--- config.mk ---
export PLATFORM = sky130hd
export DESIGN_NAME = tone_queue_sequencer
export DESIGN_NICKNAME = d
export VERILOG_FILES = /design/src/hdl/tqs_pkg.sv /design/src/hdl/tqs_ram.sv /design/src/hdl/tone_queue_sequencer.sv
export SDC_FILE = /design/constraint.sdc
export NUM_CORES = 1
export LEC_CHECK = 0
export BUFFER_PORTS_ARGS = -buffer_cell sky130_fd_sc_hd__buf_2
export CAP_MARGIN = 10
export CORE_ASPECT_RATIO = 2
export CORE_UTILIZATION = 40
export CTS_CLUSTER_DIAMETER = 50
export DETAILED_ROUTE_END_ITERATION = 8
export GPL_TIMING_DRIVEN = 0
export HOLD_SLACK_MARGIN = 0.02
export PLACE_DENSITY = 0.67
export SETUP_SLACK_MARGIN = 0.15
export SLEW_MARGIN = 20
export SYNTH_ARGS = -nofsm -noshare
export SYNTH_HDL_FRONTEND = slang
export SYNTH_SLANG_ARGS = --single-unit
--- constraint.sdc ---
create_clock -name clk -period 7.5 [get_ports clk]
set_clock_uncertainty 0.15 [all_clocks]
set_input_delay 1.5 -clock clk [delete_from_list [all_inputs] [get_ports clk]]
set_output_delay 1.5 -clock clk [all_outputs]
set_load 0.02 [all_outputs]
--- src/hdl/tqs_pkg.sv ---
package tqs_pkg;

	localparam int unsigned TQS_QUEUE_DEPTH = 16;
	localparam int unsigned CFG_INDEX_W     = 4;

	localparam logic [1:0] KIND_PUSH  = 2'd0;
	localparam logic [1:0] KIND_TICK  = 2'd1;
	localparam logic [1:0] KIND_CHIRP = 2'd2;

	localparam logic [CFG_INDEX_W-1:0] REG_TONE_AMPLITUDE = 4'd0;
	localparam logic [CFG_INDEX_W-1:0] REG_STARTUP_GAP    = 4'd1;

	localparam logic [15:0] AMPLITUDE_RESET = 16'd2621;
	localparam logic [15:0] GAP_RESET       = 16'd30;

	localparam logic [15:0] CHIRP_LOW_FREQ  = 16'd880;
	localparam logic [15:0] CHIRP_LOW_DUR   = 16'd120;
	localparam logic [15:0] CHIRP_HIGH_FREQ = 16'd1320;
	localparam logic [15:0] CHIRP_HIGH_DUR  = 16'd160;

	localparam logic [1:0] CHIRP_FIRST = 2'd0;
	localparam logic [1:0] CHIRP_GAP   = 2'd1;
	localparam logic [1:0] CHIRP_LAST  = 2'd2;

	typedef struct packed {
		logic [1:0]  kind;
		logic [15:0] note_freq;
		logic [15:0] note_duration;
		logic [16:0] elapsed_ms;
	} tone_cmd_t;

	typedef struct packed {
		logic [15:0] tone_freq;
		logic [15:0] tone_amplitude;
	} tone_out_t;

	typedef struct packed {
		logic [15:0] freq;
		logic [15:0] duration;
	} note_t;

	typedef enum logic [1:0] {
		ST_IDLE,
		ST_CHIRP,
		ST_READ
	} tqs_state_t;

	function automatic note_t chirp_note(input logic [1:0] step, input logic [15:0] gap);
		note_t n;
		case (step)
			CHIRP_FIRST: begin
				n.freq     = CHIRP_LOW_FREQ;
				n.duration = CHIRP_LOW_DUR;
			end
			CHIRP_GAP: begin
				n.freq     = 16'd0;
				n.duration = gap;
			end
			default: begin
				n.freq     = CHIRP_HIGH_FREQ;
				n.duration = CHIRP_HIGH_DUR;
			end
		endcase
		return n;
	endfunction

endpackage

--- src/hdl/tqs_ram.sv ---
module tqs_ram #(
	parameter int unsigned WIDTH = 32,
	parameter int unsigned DEPTH = 16
) (
	input  logic                     clk,
	input  logic                     we,
	input  logic [$clog2(DEPTH)-1:0] waddr,
	input  logic [WIDTH-1:0]         wdata,
	input  logic                     re,
	input  logic [$clog2(DEPTH)-1:0] raddr,
	output logic [WIDTH-1:0]         rdata
);

	logic [WIDTH-1:0] mem_q [DEPTH];
	logic [WIDTH-1:0] rdata_q;

	always_ff @(posedge clk) begin
		if (we) begin
			mem_q[waddr] <= wdata;
		end
		if (re) begin
			rdata_q <= mem_q[raddr];
		end
	end

	assign rdata = rdata_q;

endmodule

--- src/hdl/tone_queue_sequencer.sv ---
// Tone queue sequencer: a ring of notes (frequency, duration in ms) that
// a tick stream plays out as tone commands.
// Channels:
//   cmd   (cmd_valid/cmd_ready): push a note, enqueue the startup chirp,
//         or report elapsed milliseconds with a tick.
//   tone  (tone_valid/tone_ready): tone commands (frequency, amplitude),
//         produced only by ticks that finish the current note.
//   cfg   (cfg_valid/cfg_ready): register writes, always ready; index 0 is
//         the amplitude, index 1 the startup gap, other indexes are ignored.
// A push or a tick that stays within the current note leaves the
// sequencer ready for the next command. A tick that dequeues a note goes
// to ST_READ; its result passes the registered note RAM read and then
// the tone register. A tick that ends playback on an empty ring shows its
// silence command the next cycle. A startup chirp holds cmd_ready low in
// ST_CHIRP while its three notes go through the single RAM write port.
// Reset empties the ring, clears the time left, loads the register reset
// values and leaves the tone silent. While a result waits on a stalled
// receiver, cmd_ready stays low; the result is held until taken.
module tone_queue_sequencer #(
	parameter int unsigned QUEUE_DEPTH = tqs_pkg::TQS_QUEUE_DEPTH
) (
	input  logic                                clk,
	input  logic                                arst_n,
	input  logic                                cmd_valid,
	output logic                                cmd_ready,
	input  tqs_pkg::tone_cmd_t                  cmd,
	output logic                                tone_valid,
	input  logic                                tone_ready,
	output tqs_pkg::tone_out_t                  tone,
	input  logic                                cfg_valid,
	output logic                                cfg_ready,
	input  logic [tqs_pkg::CFG_INDEX_W-1:0]     cfg_index,
	input  logic [15:0]                         cfg_data
);

	import tqs_pkg::*;

	localparam int unsigned IDX_W = $clog2(QUEUE_DEPTH);
	localparam logic [IDX_W-1:0] IDX_LAST = IDX_W'(QUEUE_DEPTH - 1);

	tqs_state_t state_q, state_d;
	logic [IDX_W-1:0] wr_idx_q, wr_idx_d, rd_idx_q, rd_idx_d;
	logic [15:0] time_left_q, time_left_d;
	logic [1:0] chirp_step_q, chirp_step_d;
	logic [15:0] amplitude_q, gap_q;
	logic tone_valid_q, tone_valid_d;
	tone_out_t tone_q, tone_d;
	logic tone_load;

	logic cmd_fire;
	logic ring_empty, ring_full;
	logic [IDX_W-1:0] wr_next, rd_next;
	logic tick_past;

	logic ram_we, ram_re;
	note_t ram_wdata, ram_rdata, chirp_entry;

	tqs_ram #(
		.WIDTH ($bits(note_t)),
		.DEPTH (QUEUE_DEPTH)
	) u_note_ram (
		.clk   (clk),
		.we    (ram_we),
		.waddr (wr_idx_q),
		.wdata (ram_wdata),
		.re    (ram_re),
		.raddr (rd_idx_q),
		.rdata (ram_rdata)
	);

	assign wr_next    = (wr_idx_q == IDX_LAST) ? '0 : wr_idx_q + 1'b1;
	assign rd_next    = (rd_idx_q == IDX_LAST) ? '0 : rd_idx_q + 1'b1;
	assign ring_empty = (wr_idx_q == rd_idx_q);
	assign ring_full  = (wr_next == rd_idx_q);
	assign tick_past  = cmd.elapsed_ms > {1'b0, time_left_q};

	assign cmd_ready   = (state_q == ST_IDLE) && (!tone_valid_q || tone_ready);
	assign cmd_fire    = cmd_valid && cmd_ready;
	assign cfg_ready   = 1'b1;
	assign chirp_entry = chirp_note(chirp_step_q, gap_q);

	always_comb begin
		state_d      = state_q;
		wr_idx_d     = wr_idx_q;
		rd_idx_d     = rd_idx_q;
		time_left_d  = time_left_q;
		chirp_step_d = chirp_step_q;
		ram_we       = 1'b0;
		ram_re       = 1'b0;
		ram_wdata    = '{freq: cmd.note_freq, duration: cmd.note_duration};
		tone_load    = 1'b0;
		tone_d       = '0;
		case (state_q)
			ST_IDLE: begin
				if (cmd_fire) begin
					case (cmd.kind)
						KIND_PUSH: begin
							if (!ring_full) begin
								ram_we   = 1'b1;
								wr_idx_d = wr_next;
							end
						end
						KIND_CHIRP: begin
							state_d      = ST_CHIRP;
							chirp_step_d = CHIRP_FIRST;
						end
						KIND_TICK: begin
							if (!tick_past) begin
								time_left_d = time_left_q - cmd.elapsed_ms[15:0];
							end else if (!ring_empty) begin
								ram_re  = 1'b1;
								state_d = ST_READ;
							end else if (time_left_q != 16'd0) begin
								time_left_d = 16'd0;
								tone_load   = 1'b1;
							end
						end
						default: begin
						end
					endcase
				end
			end
			ST_CHIRP: begin
				ram_wdata = chirp_entry;
				if (!ring_full) begin
					ram_we   = 1'b1;
					wr_idx_d = wr_next;
				end
				chirp_step_d = chirp_step_q + 2'd1;
				if (chirp_step_q == CHIRP_LAST) begin
					state_d = ST_IDLE;
				end
			end
			ST_READ: begin
				rd_idx_d             = rd_next;
				time_left_d          = ram_rdata.duration;
				tone_load            = 1'b1;
				tone_d.tone_freq     = ram_rdata.freq;
				tone_d.tone_amplitude = (ram_rdata.freq == 16'd0) ? 16'd0 : amplitude_q;
				state_d              = ST_IDLE;
			end
			default: begin
				state_d = ST_IDLE;
			end
		endcase
		tone_valid_d = tone_load || (tone_valid_q && !tone_ready);
	end

	always_ff @(posedge clk or negedge arst_n) begin
		if (!arst_n) begin
			state_q      <= ST_IDLE;
			wr_idx_q     <= '0;
			rd_idx_q     <= '0;
			time_left_q  <= '0;
			chirp_step_q <= CHIRP_FIRST;
			tone_valid_q <= 1'b0;
		end else begin
			state_q      <= state_d;
			wr_idx_q     <= wr_idx_d;
			rd_idx_q     <= rd_idx_d;
			time_left_q  <= time_left_d;
			chirp_step_q <= chirp_step_d;
			tone_valid_q <= tone_valid_d;
		end
	end

	always_ff @(posedge clk or negedge arst_n) begin
		if (!arst_n) begin
			amplitude_q <= AMPLITUDE_RESET;
			gap_q       <= GAP_RESET;
		end else if (cfg_valid) begin
			if (cfg_index == REG_TONE_AMPLITUDE) begin
				amplitude_q <= cfg_data;
			end
			if (cfg_index == REG_STARTUP_GAP) begin
				gap_q <= cfg_data;
			end
		end
	end

	always_ff @(posedge clk) begin
		if (tone_load) begin
			tone_q <= tone_d;
		end
	end

	assign tone_valid = tone_valid_q;
	assign tone       = tone_q;

endmodule

==> metrics <==
status=finished, final reports clean; Final Setup Violations=0; maximum VDD drop=0.188 mV; Worst Tran Pin Value=~1200 ps; Hold Crit Start=amplitude_q[13]; pwr dens=roughly 370 nW/um^2; total CTS buffers=52; min cycle time layout=between 4000 and 5000 ps; final instance area=29,600 um^2; CP Launch Type=input port; H-Tree Depth=2; worst path arrival time=4360 ps; drt pass-1 iters=5; Die Ht=between 300 and 400 um; Filler cells=~5.3k; area occupied by multi-input gates=6780 um^2; vias=13.5k; Comb pwr share=between 30 and 40%; core area=roughly 64,000 um^2; EDFF count, synth=576; cts hold-fix bufs=0; CP Max Fanout=10; Initial DRC Count=~950; Placed Area=roughly 28,000 um^2; unrepaired setup endpoints after global routing=false; Starting Density=40.6%; layout cell share with drive strength beyond 1=31.0%; IO Pins=about 110; GRT Util Overall=just over 20%; Bufs on Longest Clock Path=3; first-pass GRT wire length=95,300 um; vias in the first global route=14.5k; critical path type=in2reg; DPL Wire Length=about 43,000 um; crit path from=cmd[12]; pin count of the biggest net entering global routing=between 50 and 60; CP required=approximately 7600 ps; clock root buffer=clkbuf_16; row count=~130; Core Util, Final=46.2%; # port buffers=between 100 and 150; WL/cell=approximately 28 um; GRT overflow=0; Fin Setup TNS=0 ps; FFs w/ async S/R, synth=9.58%; register share of total power=a little over two fifths; register bit count reported by yosys=637; Warnings, synthesis=0; Routed Antenna Nets=0; Routed Wire Length=approximately 66,000 um; via/cell ratio=5.74; postcts setup bufs=0; DIE WIDTH=roughly 180 um; initial antenna violation count=1; element type at the critical path end=flip-flop; HP Class=reg2reg; Skew-Pair Late Insertion Delay=roughly 610 ps; CTS clk-pin slew, worst paths=roughly 70 ps; clock network fraction of total power=25.8%; final net count=approximately 1.6k; r2r startpoint=state_q[0]; Mapped Cells=around 1.3k; placer's final routability congestion estimate=around 0.85; die footprint=around 66,000 um^2; Leak=0.00999 uW; count of pins over their slew limit=0; Synth Net Count=around 1.5k; switching share of power=a little under a third; Synth cell types=68; Slew headroom=between 15 and 20%; Antenna Cells=0; area grow syn2layout=13.7%; total clock sinks=around 640; CTS tree=built; post-cts resize count=0; syn_area_per_cell=~19 um^2; sequential area share after synthesis=roughly 72%; Max Fclk=between 200 and 250 MHz; Storage cell area=18,800 um^2; switching power=around 3400 uW; fin crit share=56.3%; synthesized area=between 20,000 and 30,000 um^2; Int Power=roughly 7500 uW; DRC viols=0; dominant synthesized flop cell=edfxtp_1; Final Hold Fails=0; total of max-cap violations=0
-- routing by layer --
layer	vias to the layer above	wire length (um)	track usage (%)
li1	5718	-	-
met4	2	3440	10.6
met2	599	36200	38.3
met1	7050	22700	21.9
met3	175	3760	2.58
met5	-	17	0
-- flip-flops by register name (all words and copies together), names as in the netlist --
signal / cells
wr_idx_q: 4
u_note_ram.mem_q: 512
chirp_step_q: 2
gap_q: 16
time_left_q: 16
state_q: 2
tone_valid: 1
rd_idx_q: 4
u_note_ram.rdata: 32
tone: 32
amplitude_q: 16
-- cells in the mapped netlist (11+ instances only) --
cell        n  area share [%]
a21o_1     11            0.32
mux2_2     33             1.4
and2_1     51             1.2
nor2_1     30            0.43
clkbuf_1   35            0.51
nand3_1    18            0.35
xnor2_1    11            0.37
a21oi_1    33            0.64
dfstp_2    11             1.1
buf_2      14            0.27
nor3_1     13            0.25
inv_1      41            0.59
dfrtp_1    50             4.8
ha_1       40             1.9
o21ai_0    15            0.29
mux4_2    160              14
edfxtp_1  576              67
nor2b_1    11            0.26
nand2_1    59            0.85
-- metrics by stage --
step,total power [uW],cells,setup slack [ps],hold WS (ps)
after floorplan,7030,1336,1620,322
after global placement,8040,2243,-2980,333
after detailed placement,8180,2267,2660,338
after CTS,11000,2360,3280,355
after global routing,11300,2360,3150,379
final,10900,2360,3280,352
-- logic make-up after synthesis --
family | count (synthesis) | share of synthesized area, %
and+or+nand+nor | 224 | 4.55
other | 1 | 0.0144
adders and majority gates | 41 | 2.00
buffers and inverters | 105 | 1.73
DFF | 637 | 72.5
AOI/OAI and AO/OA | 111 | 3.01
muxes | 198 | 15.5
xor gates and xnor gates | 19 | 0.698
-- power by group through the flow --
stage / clock, uW / sequential, uW / combinational [uW]
2_1_floorplan: 0 / 4840 / 2190
3_3_place_gp: 0 / 4880 / 3150
3_5_place_dp: 0 / 4880 / 3300
4_1_cts: 2850 / 4800 / 3320
5_1_grt: 2950 / 4830 / 3510
6_report: 2820 / 4800 / 3290
-- placed cells by master, fill, tap and decap left out, types with 6 or more instances in the layout --
cell type	Yosys	layout
and2_4	0	10
buf_2	14	130
mux4_2	160	160
clkbuf_1	35	39
inv_1	41	41
buf_6	3	9
edfxtp_1	576	576
ha_1	40	40
dfrtp_1	50	50
nor3_1	13	11
xor2_1	6	6
clkinv_1	0	7
a21oi_1	33	32
nor4_1	9	8
o21ai_0	15	13
clkbuf_16	0	53
clkinv_2	0	15
a21o_1	11	11
nand2_1	59	59
a211oi_1	7	7
and2_1	51	41
nand2b_1	9	9
bufinv_16	0	7
dfstp_2	11	11
xnor2_1	11	11
nor2_1	30	30
a311oi_1	6	6
nor2b_1	11	10
mux2_2	33	33
nand3_1	18	18
buf_4	4	16
-- cell type report --
class / count / share of cell area (%)
sequential: 637 / 63.7
multi-input combinational: 594 / 22.9
clock buffer: 57 / 4.54
tap: 798 / 3.38
timing repair buffer: 133 / 2.59
clock inverter: 36 / 1.27
buffer: 64 / 1.02
inverter: 41 / 0.521
-- path summary, 6_finish.rpt --
kind                       cells past startpoint                     end  slack, ps
max                                           13    u_note_ram.rdata[27]       3280
min                                            1         amplitude_q[13]        350
max reg2reg                                    5  u_note_ram.mem_q[4][6]       3680
min reg2reg                                    1         amplitude_q[13]        350
max in group asynchronous                      2          amplitude_q[9]       6010
min in group asynchronous                      1              tone_valid        580
-- worst max-delay path: stages --
cell	delay, ps
buf_2	90
inv_1	40
ha_1	440
o21ai_0	140
o21bai_1	390
o21bai_1	200
a211oi_2	330
nor2_2	160
buf_6	200
nor3_2	250
buf_4	240
buf_6	160
buf_4	200
Note: power is estimated with default switching activity, not from simulation.
